==> src/hdl/dfwc_pkg.sv <==
// shared types and constants for the unique-entry id queue with removal
// no dependencies; used by dedup_fifo_with_cancel by scoped names
package dfwc_pkg;

   // queue geometry
   localparam int DEPTH    = 16;
   localparam int ID_W     = 32;
   localparam int IDX_W    = $clog2(DEPTH);
   localparam int CNT_W    = $clog2(DEPTH + 1);
   localparam int CMD_W    = 3;
   localparam int STATUS_W = 3;

   // command codes
   typedef enum logic [CMD_W-1:0] {
      CMD_PUSH   = 3'd0,
      CMD_REMOVE = 3'd1,
      CMD_QUERY  = 3'd2,
      CMD_POP    = 3'd3,
      CMD_CLEAR  = 3'd4
   } cmd_type;

   // result status codes
   typedef enum logic [STATUS_W-1:0] {
      ST_OK       = 3'd0,
      ST_DUP      = 3'd1,
      ST_NOTFOUND = 3'd2,
      ST_EMPTY    = 3'd3,
      ST_FULL     = 3'd4
   } status_type;

   // sequencer states
   typedef enum logic [2:0] {
      S_IDLE     = 3'd0,
      S_SCAN_RD  = 3'd1,
      S_SCAN_CMP = 3'd2,
      S_ACT      = 3'd3,
      S_SHIFT_RD = 3'd4,
      S_SHIFT_WR = 3'd5,
      S_RESP     = 3'd6
   } state_type;

endpackage

==> src/hdl/dfwc_ram.sv <==
// generic single-write, single-read ram with registered read data
// no dependencies
module dfwc_ram #(
   parameter int WIDTH = 32,
   parameter int DEPTH = 16
) (
   input  logic                     clock,
   input  logic                     wr_en,
   input  logic [$clog2(DEPTH)-1:0] wr_addr,
   input  logic [WIDTH-1:0]         wr_data,
   input  logic [$clog2(DEPTH)-1:0] rd_addr,
   output logic [WIDTH-1:0]         rd_data
);

   logic [WIDTH-1:0] mem [DEPTH];
   logic [WIDTH-1:0] rd_data_ff;

   // write port and registered read port
   always_ff @(posedge clock) begin
      if (wr_en) begin
         mem[wr_addr] <= wr_data;
      end
      rd_data_ff <= mem[rd_addr];
   end

   assign rd_data = rd_data_ff;

endmodule

==> src/hdl/dedup_fifo_with_cancel.sv <==
// unique-entry id queue with push, remove from anywhere, query, pop and clear
// depends on dfwc_pkg and dfwc_ram
//
// steps: accept the start, scan each queued id through the slot ram's single read port
// (a read, then a compare; skipped when empty), decide, move each slot behind a gap one
// place toward the head (a read, then a write); the result is strobed for one cycle and
// busy is high until then. One command at a time, next start the cycle after the result.
// reset: synchronous; the queue is empty afterwards, slot contents are left as they are.
module dedup_fifo_with_cancel (
   input  logic                           clock,
   input  logic                           reset,
   input  logic                           start,
   output logic                           busy,
   input  logic [dfwc_pkg::CMD_W-1:0]     req_cmd,
   input  logic [31:0]                    req_user_id,
   output logic                           rsp_strobe,
   output logic [dfwc_pkg::STATUS_W-1:0]  rsp_status,
   output logic                           rsp_was_present,
   output logic                           rsp_head_valid,
   output logic [31:0]                    rsp_head_id,
   output logic [dfwc_pkg::CNT_W-1:0]     rsp_entry_count
);

   localparam int IDX_W = dfwc_pkg::IDX_W;
   localparam int CNT_W = dfwc_pkg::CNT_W;
   localparam int ID_W  = dfwc_pkg::ID_W;

   dfwc_pkg::state_type  state_ff, state_in;
   dfwc_pkg::cmd_type    cmd_ff, cmd_in;
   dfwc_pkg::status_type status_ff, status_in;
   logic [ID_W-1:0]      id_ff, id_in;
   logic [ID_W-1:0]      head_ff, head_in;
   logic [CNT_W-1:0]     occ_ff, occ_in;
   logic [IDX_W-1:0]     idx_ff, idx_in;
   logic [IDX_W-1:0]     pos_ff, pos_in;
   logic                 found_ff, found_in;

   logic                 wr_en;
   logic [IDX_W-1:0]     wr_addr;
   logic [ID_W-1:0]      wr_data;
   logic [IDX_W-1:0]     rd_addr;
   logic [ID_W-1:0]      rd_data;
   logic [CNT_W-1:0]     idx_next;
   logic                 more;
   logic                 do_shift;

   // slot storage, head at slot 0
   dfwc_ram #(
      .WIDTH (ID_W),
      .DEPTH (dfwc_pkg::DEPTH)
   ) u_slots (
      .clock   (clock),
      .wr_en   (wr_en),
      .wr_addr (wr_addr),
      .wr_data (wr_data),
      .rd_addr (rd_addr),
      .rd_data (rd_data)
   );

   // shared compare against occupancy: is there a slot after idx
   assign idx_next = CNT_W'(idx_ff) + CNT_W'(1);
   assign more     = idx_next < occ_ff;

   // does the decision step need a gap closed
   assign do_shift = ((cmd_ff == dfwc_pkg::CMD_REMOVE) && found_ff) ||
                     ((cmd_ff == dfwc_pkg::CMD_POP) && (occ_ff != '0));

   // next state
   always_comb begin
      state_in = state_ff;
      case (state_ff)
         dfwc_pkg::S_IDLE: begin
            if (start) begin
               state_in = (occ_ff == '0) ? dfwc_pkg::S_ACT : dfwc_pkg::S_SCAN_RD;
            end
         end
         dfwc_pkg::S_SCAN_RD:  state_in = dfwc_pkg::S_SCAN_CMP;
         dfwc_pkg::S_SCAN_CMP: state_in = more ? dfwc_pkg::S_SCAN_RD : dfwc_pkg::S_ACT;
         dfwc_pkg::S_ACT:      state_in = do_shift ? dfwc_pkg::S_SHIFT_RD : dfwc_pkg::S_RESP;
         dfwc_pkg::S_SHIFT_RD: state_in = more ? dfwc_pkg::S_SHIFT_WR : dfwc_pkg::S_RESP;
         dfwc_pkg::S_SHIFT_WR: state_in = dfwc_pkg::S_SHIFT_RD;
         dfwc_pkg::S_RESP:     state_in = dfwc_pkg::S_IDLE;
         default:              state_in = dfwc_pkg::S_IDLE;
      endcase
   end

   // datapath and ram control per state
   always_comb begin
      cmd_in    = cmd_ff;
      status_in = status_ff;
      id_in     = id_ff;
      head_in   = head_ff;
      occ_in    = occ_ff;
      idx_in    = idx_ff;
      pos_in    = pos_ff;
      found_in  = found_ff;
      wr_en     = 1'b0;
      wr_addr   = idx_ff;
      wr_data   = id_ff;
      rd_addr   = idx_ff;
      case (state_ff)
         dfwc_pkg::S_IDLE: begin
            if (start) begin
               cmd_in   = dfwc_pkg::cmd_type'(req_cmd);
               id_in    = req_user_id[ID_W-1:0];
               idx_in   = '0;
               pos_in   = '0;
               found_in = 1'b0;
            end
         end
         // compare one occupied slot per pass
         dfwc_pkg::S_SCAN_CMP: begin
            if (rd_data == id_ff) begin
               found_in = 1'b1;
               pos_in   = idx_ff;
            end
            if (more) begin
               idx_in = idx_next[IDX_W-1:0];
            end
         end
         // act on the command once membership is known
         dfwc_pkg::S_ACT: begin
            status_in = dfwc_pkg::ST_OK;
            case (cmd_ff)
               dfwc_pkg::CMD_PUSH: begin
                  if (found_ff) begin
                     status_in = dfwc_pkg::ST_DUP;
                  end else if (occ_ff == CNT_W'(dfwc_pkg::DEPTH)) begin
                     status_in = dfwc_pkg::ST_FULL;
                  end else begin
                     wr_en   = 1'b1;
                     wr_addr = occ_ff[IDX_W-1:0];
                     wr_data = id_ff;
                     occ_in  = occ_ff + CNT_W'(1);
                     if (occ_ff == '0) begin
                        head_in = id_ff;
                     end
                  end
               end
               dfwc_pkg::CMD_REMOVE: begin
                  if (found_ff) begin
                     idx_in = pos_ff;
                  end else begin
                     status_in = dfwc_pkg::ST_NOTFOUND;
                  end
               end
               dfwc_pkg::CMD_QUERY: begin
                  if (!found_ff) begin
                     status_in = dfwc_pkg::ST_NOTFOUND;
                  end
               end
               dfwc_pkg::CMD_POP: begin
                  if (occ_ff == '0) begin
                     status_in = dfwc_pkg::ST_EMPTY;
                  end else begin
                     idx_in = '0;
                  end
               end
               dfwc_pkg::CMD_CLEAR: begin
                  occ_in = '0;
               end
               default: begin
                  status_in = dfwc_pkg::ST_OK;
               end
            endcase
         end
         // fetch the slot behind the gap, or finish the removal
         dfwc_pkg::S_SHIFT_RD: begin
            rd_addr = idx_next[IDX_W-1:0];
            if (!more) begin
               occ_in = occ_ff - CNT_W'(1);
            end
         end
         // move it one place toward the head
         dfwc_pkg::S_SHIFT_WR: begin
            wr_en   = 1'b1;
            wr_addr = idx_ff;
            wr_data = rd_data;
            if (idx_ff == '0) begin
               head_in = rd_data;
            end
            idx_in = idx_next[IDX_W-1:0];
         end
         default: begin
            wr_en = 1'b0;
         end
      endcase
   end

   // control registers
   always_ff @(posedge clock) begin
      if (reset) begin
         state_ff <= dfwc_pkg::S_IDLE;
         occ_ff   <= '0;
      end else begin
         state_ff <= state_in;
         occ_ff   <= occ_in;
      end
   end

   // payload registers
   always_ff @(posedge clock) begin
      cmd_ff    <= cmd_in;
      status_ff <= status_in;
      id_ff     <= id_in;
      head_ff   <= head_in;
      idx_ff    <= idx_in;
      pos_ff    <= pos_in;
      found_ff  <= found_in;
   end

   // result transfer
   assign busy            = (state_ff != dfwc_pkg::S_IDLE);
   assign rsp_strobe      = (state_ff == dfwc_pkg::S_RESP);
   assign rsp_status      = status_ff;
   assign rsp_was_present = found_ff;
   assign rsp_head_valid  = (occ_ff != '0);
   assign rsp_head_id     = (occ_ff != '0) ? 32'(head_ff) : 32'd0;
   assign rsp_entry_count = occ_ff;

endmodule
==> config.mk <==
export PLATFORM = sky130hd
export DESIGN_NAME = dedup_fifo_with_cancel
export DESIGN_NICKNAME = d
export VERILOG_FILES = /design/src/hdl/dfwc_pkg.sv /design/src/hdl/dfwc_ram.sv /design/src/hdl/dedup_fifo_with_cancel.sv
export SDC_FILE = /design/constraint.sdc
export NUM_CORES = 1
export LEC_CHECK = 0
export ABC_AREA = 0
export CELL_PAD_IN_SITES_DETAIL_PLACEMENT = 1
export CELL_PAD_IN_SITES_GLOBAL_PLACEMENT = 1
export CORE_AREA = 2 2 258 260
export DETAILED_ROUTE_END_ITERATION = 7
export DIE_AREA = 0 0 260 262
export DONT_BUFFER_PORTS = 1
export GPL_ROUTABILITY_DRIVEN = 0
export PLACE_DENSITY = 0.63
export SLEW_MARGIN = 20
export SYNTH_ARGS = -nofsm -noshare
export SYNTH_HDL_FRONTEND = slang
export SYNTH_SLANG_ARGS = --single-unit
==> constraint.sdc <==
create_clock -name clock -period 11.1 [get_ports clock]
set_input_delay 0.555 -clock clock [delete_from_list [all_inputs] [get_ports clock]]
set_output_delay 0.555 -clock clock [all_outputs]
set_load 0.02 [all_outputs]
==> flow_metrics.py <==
metrics = {
    "worst_setup_path": {
        "slowest_delay_ns": 0.92,
        "path_class": "reg -> reg",
        "worstPathRequired_ns": 11.65,
        "cp.arrival_ns": 4.87,
        "cpMostUsedCell": "buf_4",
        "end_kind": "flop",
        "worstPathCellList": "nor3b_2 -> buf_4 -> buf_4 -> a2bb2oi_1 -> o22ai_1 -> nor4_1 -> or4_1",
        "r2r_start": "state_ff[2]",
        "path_delay_family": "buffers and inverters",
        "slowest_stage": "a2bb2oi_1",
        "cp_num_buf_inv": 2,
        "crit_start": "state_ff[2]",
        "crit_fanout": 78,
        "worstSetupStartpointType": "flop",
    },
    "timing": {
        "grt_setup_unrepaired": "no",
        "finalHoldViolCount": 0,
        "finalMaxSlewViolations": 0,
        "worstMarginPinSlew_ns": 1.103,
        "setup_viol": 0,
        "period_minus_slack_ns": 4.315,
        "slew_headroom_pct": 26.18,
        "skew_ns": 0.01449,
        "fmax_mhz": 231.7,
        "period_share_pct": 38.87,
        "setup_tns_ns": 0,
    },
    "yosys": {
        "synthCells": 1948,
        "synth-simple-area-share_pct": 7.318,
        "synth-seq-cells": 631,
        "synth_fa_ha_area_share_pct": 0.3960,
        "syn_nets": 1995,
        "seq_area_frac_synth_pct": 65.23,
        "synth_enable_flop_cells": 591,
        "ys_async_sr_fraction_pct": 0,
        "yosysWarnings": 0,
        "synthMuxAreaShare_pct": 10.99,
        "synth_compound_area_share_pct": 12.27,
        "ys.flop_type": "edfxtp_1",
        "synth.distinct_cells": 72,
        "synth.avg_cell_area_sq_um": 14.60,
        "netlist_area_sq_um": 28430,
        "synth_xor_area_share_pct": 1.047,
        "synth_top_family_by_area": "compound AO/OA/AOI/OAI gates",
    },
    "grt": {
        "grt_pass1_wl_mm": 128.6,
        "grt_max_degree": 162,
        "antenna_found_initial": 1,
        "track_usage_pct": 25.91,
        "overflow": 0,
        "grt_pass1_vias": 18970,
    },
    "floorplan": {
        "fp-row-count": 94,
        "die-area_sq_um": 68120,
        "start_util_pct": 43.56,
        "fp.dieH_um": 262,
        "core_sq_um": 65280,
        "chipWidth_um": 260,
        "ioPinCount": 82,
    },
    "cts": {
        "clkLatencyLatePin_ns": 0.61,
        "cts_buffers": 71,
        "clkSinkCount": 631,
        "ctsResizeCount": 0,
        "clk_pin_slew_worst_paths_ns": 0.06,
        "hold_buffers": 8,
        "h-tree-depth": 3,
        "cts_buffer_depth": 3,
        "cts_tree": "done",
        "ctsRootBufferMaster": "clkbuf_16",
        "postCtsSetupRepairBufs": 0,
    },
    "final_layout": {
        "diodes": 0,
        "fin_nets": 1959,
        "areaGrowthSynthToFinish_pct": 11.40,
        "drive_gt1_share_pct": 14.53,
    },
    "power": {
        "finalPower_uw": 8268,
        "leakagePower_uw": 0.01014,
        "powerDensity_nw_per_um2": 261.0,
        "ir_drop_uv": 244.6,
    },
    "min_path": {
        "hold_class": "in -> reg",
        "min-delay-start": "req_user_id[24]",
    },
    "routing": {
        "routed_wl_mm": 88.69,
        "drtPass1Iterations": 5,
        "vias": 18322,
        "ant_nets": 0,
        "route.detailed.drc": 0,
        "dr.max_layer_used": "met5",
        "drt_iter0_markers": 1789,
        "wl_met1_mm": 36.97,
        "viasPerCell": 6.467,
        "wl_per_cell_um": 31.30,
        "wl_met3_mm": 5.260,
        "met2_length_mm": 42.95,
    },
    "flow_run": {
        "cap_violations": 0,
    },
    "outcome": {
        "status": "complete, no violations",
    },
    "place": {
        "io_buffers": 0,
        "hpwl_mm": 48.89,
    },
}
kinds of logic after synthesis:
group                    Yosys count
flip-flops                       631
adder cells (fa/ha/maj)            9
buffers and inverters            178
AND/OR/NAND/NOR                  403
AO/OA/AOI/OAI                    427
multiplexers                     266
XOR/XNOR                          34
synthesized netlist by cell type, types with 4 or more instances:
library cell / n / area (sq um)
a2111oi_0: 29 / 254.0
a211oi_1: 4 / 30.03
a21oi_1: 52 / 260.3
a221o_1: 25 / 250.2
a221oi_1: 8 / 70.07
a2bb2oi_1: 8 / 70.07
a31oi_1: 35 / 219.0
and2_1: 9 / 56.30
buf_1: 10 / 37.54
buf_2: 46 / 230.2
buf_4: 7 / 52.55
buf_6: 4 / 45.04
clkbuf_1: 93 / 349.1
dfxtp_1: 40 / 800.8
edfxtp_1: 591 / 17750
ha_1: 9 / 112.6
inv_1: 18 / 67.56
mux2_2: 39 / 439.2
mux2i_1: 194 / 1942
mux4_2: 33 / 743.2
nand2_1: 134 / 503.0
nand2b_1: 4 / 25.02
nand3_1: 11 / 55.05
nand4_1: 19 / 118.9
nor2_1: 57 / 214.0
nor2b_1: 67 / 419.2
nor3_1: 15 / 75.07
nor3b_1: 14 / 105.1
nor4_1: 4 / 25.02
o2111ai_1: 23 / 201.4
o21ai_0: 15 / 75.07
o221a_2: 20 / 225.2
o221ai_1: 54 / 473.0
o22ai_1: 42 / 262.8
o32a_1: 20 / 200.2
o32ai_1: 59 / 516.8
or2_2: 17 / 106.4
or3_1: 34 / 212.7
xnor2_1: 33 / 289.0
worst paths after layout:
kind / end / slack (ns) / depth (start not counted)
setup / recovery: u_slots.rd_data[30] / 6.78 / 7
hold / removal: id_ff[24] / 0.03 / 0
setup reg to reg: u_slots.rd_data[30] / 6.78 / 7
hold reg to reg: idx_ff[2] / 0.52 / 2
layout make-up:
class / instances / area (sq um)
fillers: 6307 / 33600
multi-input cells: 1139 / 9350
repair buffers: 51 / 431.7
well taps: 864 / 1081
flip-flops and latches: 631 / 18550
clock inverters: 19 / 207.7
clock buffers: 111 / 1988
inverters: 18 / 70.07
sequential cells by signal, indices dropped and copies added (netlist names):
register         count
cmd_ff               3
u_slots.rd_data     32
pos_ff               4
state_ff             3
rsp_entry_count      5
id_ff               32
rsp_status           3
idx_ff               4
u_slots.mem        512
rsp_was_present      1
head_ff             32
where the power goes:
part / total [uW] / internal (uW) / switching [uW]
clock: 2260 / 1290 / 966
sequential: 3050 / 2870 / 181
combinational: 2960 / 1070 / 1880
cell usage in the layout, fill, tap and decap left out, types with 17 or more instances in the layout:
master,n
edfxtp_1,591
mux2i_1,194
nand2_1,134
clkbuf_16,72
nor2b_1,66
o32ai_1,58
o221ai_1,54
a21oi_1,51
nor2_1,42
o22ai_1,41
buf_4,40
dfxtp_1,40
mux2_2,39
a31oi_1,35
clkbuf_1,35
or3_1,34
mux4_2,33
xnor2_1,33
a2111oi_0,29
a221o_1,25
o2111ai_1,23
o32a_1,20
o221a_2,20
nand4_1,19
or2_2,17
inv_1,17
metal layers:
metal | GRT usage [%] | up-vias
met5 | 0 | -
met4 | 10.33 | 2
met3 | 4.070 | 160
met2 | 42.81 | 648
met1 | 34.39 | 9694
li1 | - | 7818
per-stage QoR:
| step | area (sq um) | utilization [%] | std cells | hold WS, ns | setup slack, ns |
|---|---|---|---|---|---|
| final | 31680 | 48.53 | 2833 | 0.03022 | 6.785 |
| after global routing | 31680 | 48.53 | 2833 | 0.006683 | 6.536 |
| after global placement | 29390 | 45.02 | 2694 | 0.5066 | 6.892 |
| after detailed placement | 29390 | 45.02 | 2694 | 0.5126 | 6.807 |
| after floorplan | 28430 | - | 1948 | 0.4910 | 7.073 |
| after CTS | 31670 | 48.51 | 2832 | 0.001486 | 6.798 |
No activity file was read; power rests on OpenSTA's default activity.
